[config.mk]
export PLATFORM = sky130hd
export DESIGN_NAME = imh_alu
export DESIGN_NICKNAME = d
export VERILOG_FILES = /design/src/rtl/core/imh_pkg.sv /design/src/rtl/core/imh_alu.sv
export SDC_FILE = /design/constraint.sdc
export NUM_CORES = 1
export LEC_CHECK = 0
export BUFFER_PORTS_ARGS = -buffer_cell sky130_fd_sc_hd__buf_4
export CAP_MARGIN = 20
export CORE_ASPECT_RATIO = 0.75
export CORE_UTILIZATION = 25
export DETAILED_ROUTE_END_ITERATION = 10
export SLEW_MARGIN = 20
export SYNTH_ARGS = -nofsm -noshare
export SYNTH_HDL_FRONTEND = slang
export SYNTH_SLANG_ARGS = --single-unit
[constraint.sdc]
create_clock -name vclk -period 6
set_input_delay 0.9 -clock vclk [all_inputs]
set_output_delay 0.9 -clock vclk [all_outputs]
set_load 0.005 [all_outputs]
[src/rtl/core/imh_pkg.sv]
// Shared types, constants and codes of the indexed min-heap block.
package imh_pkg;

   localparam int HEAP_DEPTH_DEF   = 1024;
   localparam int MAX_REQUESTS_DEF = 4096;
   localparam int KEY_W            = 64;

   localparam logic [1:0] FUNC_INSERT   = 2'd0;
   localparam logic [1:0] FUNC_GET_MIN  = 2'd1;
   localparam logic [1:0] FUNC_EXTRACT  = 2'd2;
   localparam logic [1:0] FUNC_DECREASE = 2'd3;

   localparam logic [2:0] ST_OK        = 3'd0;
   localparam logic [2:0] ST_EMPTY     = 3'd1;
   localparam logic [2:0] ST_FULL      = 3'd2;
   localparam logic [2:0] ST_BAD_REQ   = 3'd3;
   localparam logic [2:0] ST_TABLE_FULL = 3'd4;

   localparam logic [KEY_W-1:0] SIGN_FLIP = {1'b1, {(KEY_W-1){1'b0}}};

   typedef struct packed {
      logic [1:0]        func;
      logic signed [63:0] key_value;
      logic [11:0]       request_id;
      logic [62:0]       delta;
   } req_word_type;

   typedef struct packed {
      logic signed [63:0] min_value;
      logic              min_valid;
      logic [2:0]        status;
   } rsp_word_type;

endpackage

[src/rtl/core/imh_alu.sv]
// Shared subtract unit: unsigned less-than and saturating difference of biased keys.
module imh_alu (
   input  logic [imh_pkg::KEY_W-1:0] a,
   input  logic [imh_pkg::KEY_W-1:0] b,
   output logic                      lt,
   output logic [imh_pkg::KEY_W-1:0] sat_diff
);
   import imh_pkg::*;

   logic [KEY_W:0] diff;

   assign diff     = {1'b0, a} - {1'b0, b};
   assign lt       = diff[KEY_W];
   assign sat_diff = diff[KEY_W] ? '0 : diff[KEY_W-1:0];

endmodule

==> flow_metrics.env <==
export IMPL_outcome="completed"
export IMPL_nFlopsAndLatches=0
export IMPL_cts_resized=0
export IMPL_grt_pass1_vias=5022
export IMPL_grt_pass1_wl_um=25200
export IMPL_tightest_slew_ns=1.03
export IMPL_regArea_um2=0
export IMPL_setup_viol=0
export IMPL_areaGrowthSynthToFinish_pct=36.4
export IMPL_num_vias=5630
export IMPL_synthCells=713
export IMPL_finalCriticalPeriod_ns=5.13
export IMPL_ctsHoldBuffers=0
export IMPL_grt_start_max_net_pins=42
export IMPL_antenna_found_initial=0
export IMPL_syn_avg_cell_area_um2=6.25
export IMPL_vias_per_cell=5.06
export IMPL_setup_tns_ns=0
export IMPL_hold_ws_ns=2.16
export IMPL_cp_max_fo=41
export IMPL_wl_um=16200
export IMPL_route_detailed_drc=0
export IMPL_leakage_nw=3.08
export IMPL_num_antenna_cells=0
export IMPL_core_region_area_mm2=0.0171
export IMPL_p_int_uw=325
export IMPL_max_slew_margin_pct=31.4
export IMPL_drt_iter0_drc=501
export IMPL_slew_viol_final=0
export IMPL_grt_total_usage_pct=16.4
export IMPL_drive_gt1_share_pct=24.3
export IMPL_final_area_mm2=0.00607
export IMPL_dp_slack_ns=0.817
export IMPL_seq_area_frac_synth_pct=0
export IMPL_dieArea_mm2=0.0184
export IMPL_crit_type="in2out"
export IMPL_die_w_um=156
export IMPL_io_buffers=193
export IMPL_max_cap_viol_count=0
export IMPL_clkPwrFrac_pct=0
export IMPL_rows=41
export IMPL_seq_power_share_pct=0
export IMPL_fmax_mhz=195
export IMPL_ant_nets=0
export IMPL_netlist_area_mm2=0.00445
export IMPL_dr_pass1_iters=6
export IMPL_endpoint_kind="output pin"
export IMPL_chipHeight_um=118
export IMPL_ys_warn_count=0
export IMPL_critPathRequiredTime_ns=5.10
export IMPL_cp_arrival_ns=4.23
export IMPL_comb_power_share_pct=100.0
export IMPL_dp_hpwl_um=14100
export IMPL_num_clock_buffers=0
export IMPL_hold_viol_final=0
export IMPL_synth_fp_nets=907
export IMPL_holdCritStartpoint="b[0]"
export IMPL_synth_distinct_cells=60
export IMPL_placed_cell_area_mm2=0.00607
export IMPL_hold_path_depth=4
export IMPL_p_switching_uw=372
export IMPL_post_route_period_util_pct=85.5
export IMPL_wire_per_inst_um=14.6
export IMPL_powerDensity_mw_per_mm2=115
export IMPL_initial_core_util_pct=26.0
export IMPL_rsz0062_at_grt="no"
export IMPL_cp_start_kind="primary input"
export IMPL_worstHoldPathType="in2out"
export IMPL_holdPathEnd="sat_diff[0]"
export IMPL_switching_share_pct=53.4
export IMPL_gp_congestion=0.873
export IMPL_io_pins=193
export IMPL_finalWorstSetupSlack_ns=0.869
export IMPL_post_cts_buffers=0
export IMPL_layout_nets=1073
export IMPL_vdd_ir_drop_max_mv=0.0447
export IMPL_grt_overflow=0
==> power groups by stage <==
stage	Sequential (mW)	Clock [mW]	Combinational [mW]
floorplan	0	0	0.425
global placement	0	0	0.693
detailed placement	0	0	0.693
global route	0	0	0.765
finish	0	0	0.698
CTS	0	0	0.696
==> worst max-delay path, cell delays in order <==
cell	delay, ns
buf_4	0.08
inv_1	0.04
ha_1	0.21
fa_1	0.42
nor2b_4	0.15
o311ai_2	0.12
a22o_4	0.28
o31ai_4	0.38
a31o_4	0.24
a21oi_2	0.07
nor4bb_2	0.43
nor2_4	0.28
buf_4	0.27
nor3b_1	0.20
buf_4	0.14
==> layout make-up <==
cell class         count  area (um2)
fillers             1949       11100
multi-input cells    600        4000
repair buffers       197        1480
inverters             80         300
well taps            236         295
==> through the flow <==
stage	instances	util (%)	power, mW
detailed placement	1113	35.5	0.693
CTS	1113	35.5	0.696
floorplan	713	-	0.425
global placement	1113	35.5	0.693
finish	1113	35.5	0.698
global route	1113	35.5	0.765
==> cell usage in the layout, fill, tap and decap left out, types with 9 or more instances in the layout <==
cell type  count
buf_4        197
inv_1         80
o21ai_0       51
nand2_1       62
nor2_1        91
o21bai_1      24
nand4_1       22
mux2i_1        9
xor2_1        20
a21o_1        25
nand3_1        9
a21oi_1       80
ha_1          65
a31oi_1       11
o21a_1        12
nor3_1        19
xnor2_1       26
==> metal layers <==
metal  part of all wire (%)  global-route usage [%]
met5                      0                       0
met4                   0.55                   0.858
met3                    8.1                    1.62
met2                     42                    25.3
met1                     50                    25.4
==> cell usage after synthesis, drive strengths merged, types with 2 or more instances <==
library cell / n / area share (%)
a22o: 2 / 0.59
nand2: 62 / 5.2
a41o: 2 / 0.45
o21ai: 52 / 5.8
and3: 5 / 0.70
a311oi: 4 / 0.79
inv: 80 / 6.7
nor2b: 4 / 0.73
clkbuf: 25 / 2.1
mux2i: 9 / 2.0
xor2: 20 / 3.9
nand3b: 3 / 0.51
o31ai: 4 / 0.98
nand3: 9 / 1.0
nor3: 19 / 2.1
a21o: 25 / 4.2
a211oi: 6 / 1.1
or2: 2 / 0.28
xnor2: 26 / 5.1
o21a: 12 / 2.0
a41oi: 3 / 0.59
nand2b: 2 / 0.28
a21oi: 83 / 9.6
and2: 2 / 0.28
o211ai: 5 / 0.84
a31oi: 11 / 1.5
a31o: 2 / 0.59
buf: 8 / 1.6
and4: 2 / 0.39
nor2: 92 / 7.8
ha: 65 / 18
nand4: 22 / 3.1
a21boi: 4 / 0.67
o21bai: 24 / 4.0
==> cell families after synthesis <==
| logic type | Yosys count | share of synthesized area [%] |
|---|---|---|
| adders and majority gates | 66 | 18.7 |
| and+or+nand+nor | 228 | 23.2 |
| xor gates and xnor gates | 46 | 9.05 |
| muxes | 9 | 2.02 |
| buffers and inverters | 113 | 10.4 |
| AOI/OAI and AO/OA | 251 | 36.6 |
==> how the worst max path moves through the flow <==
| stage | startpoint | endpoint | slack, ns |
|---|---|---|---|
| 2_1_floorplan | a[0] | sat_diff[45] | 1.62 |
| 3_5_place_dp | a[0] | sat_diff[17] | 0.82 |
| 4_1_cts | a[0] | sat_diff[17] | 0.82 |
| 3_3_place_gp | a[0] | sat_diff[17] | 0.87 |
| 6_report | a[0] | sat_diff[17] | 0.87 |
| 5_1_grt | a[0] | sat_diff[17] | 0.61 |
Note: power is estimated with default switching activity, not from simulation.
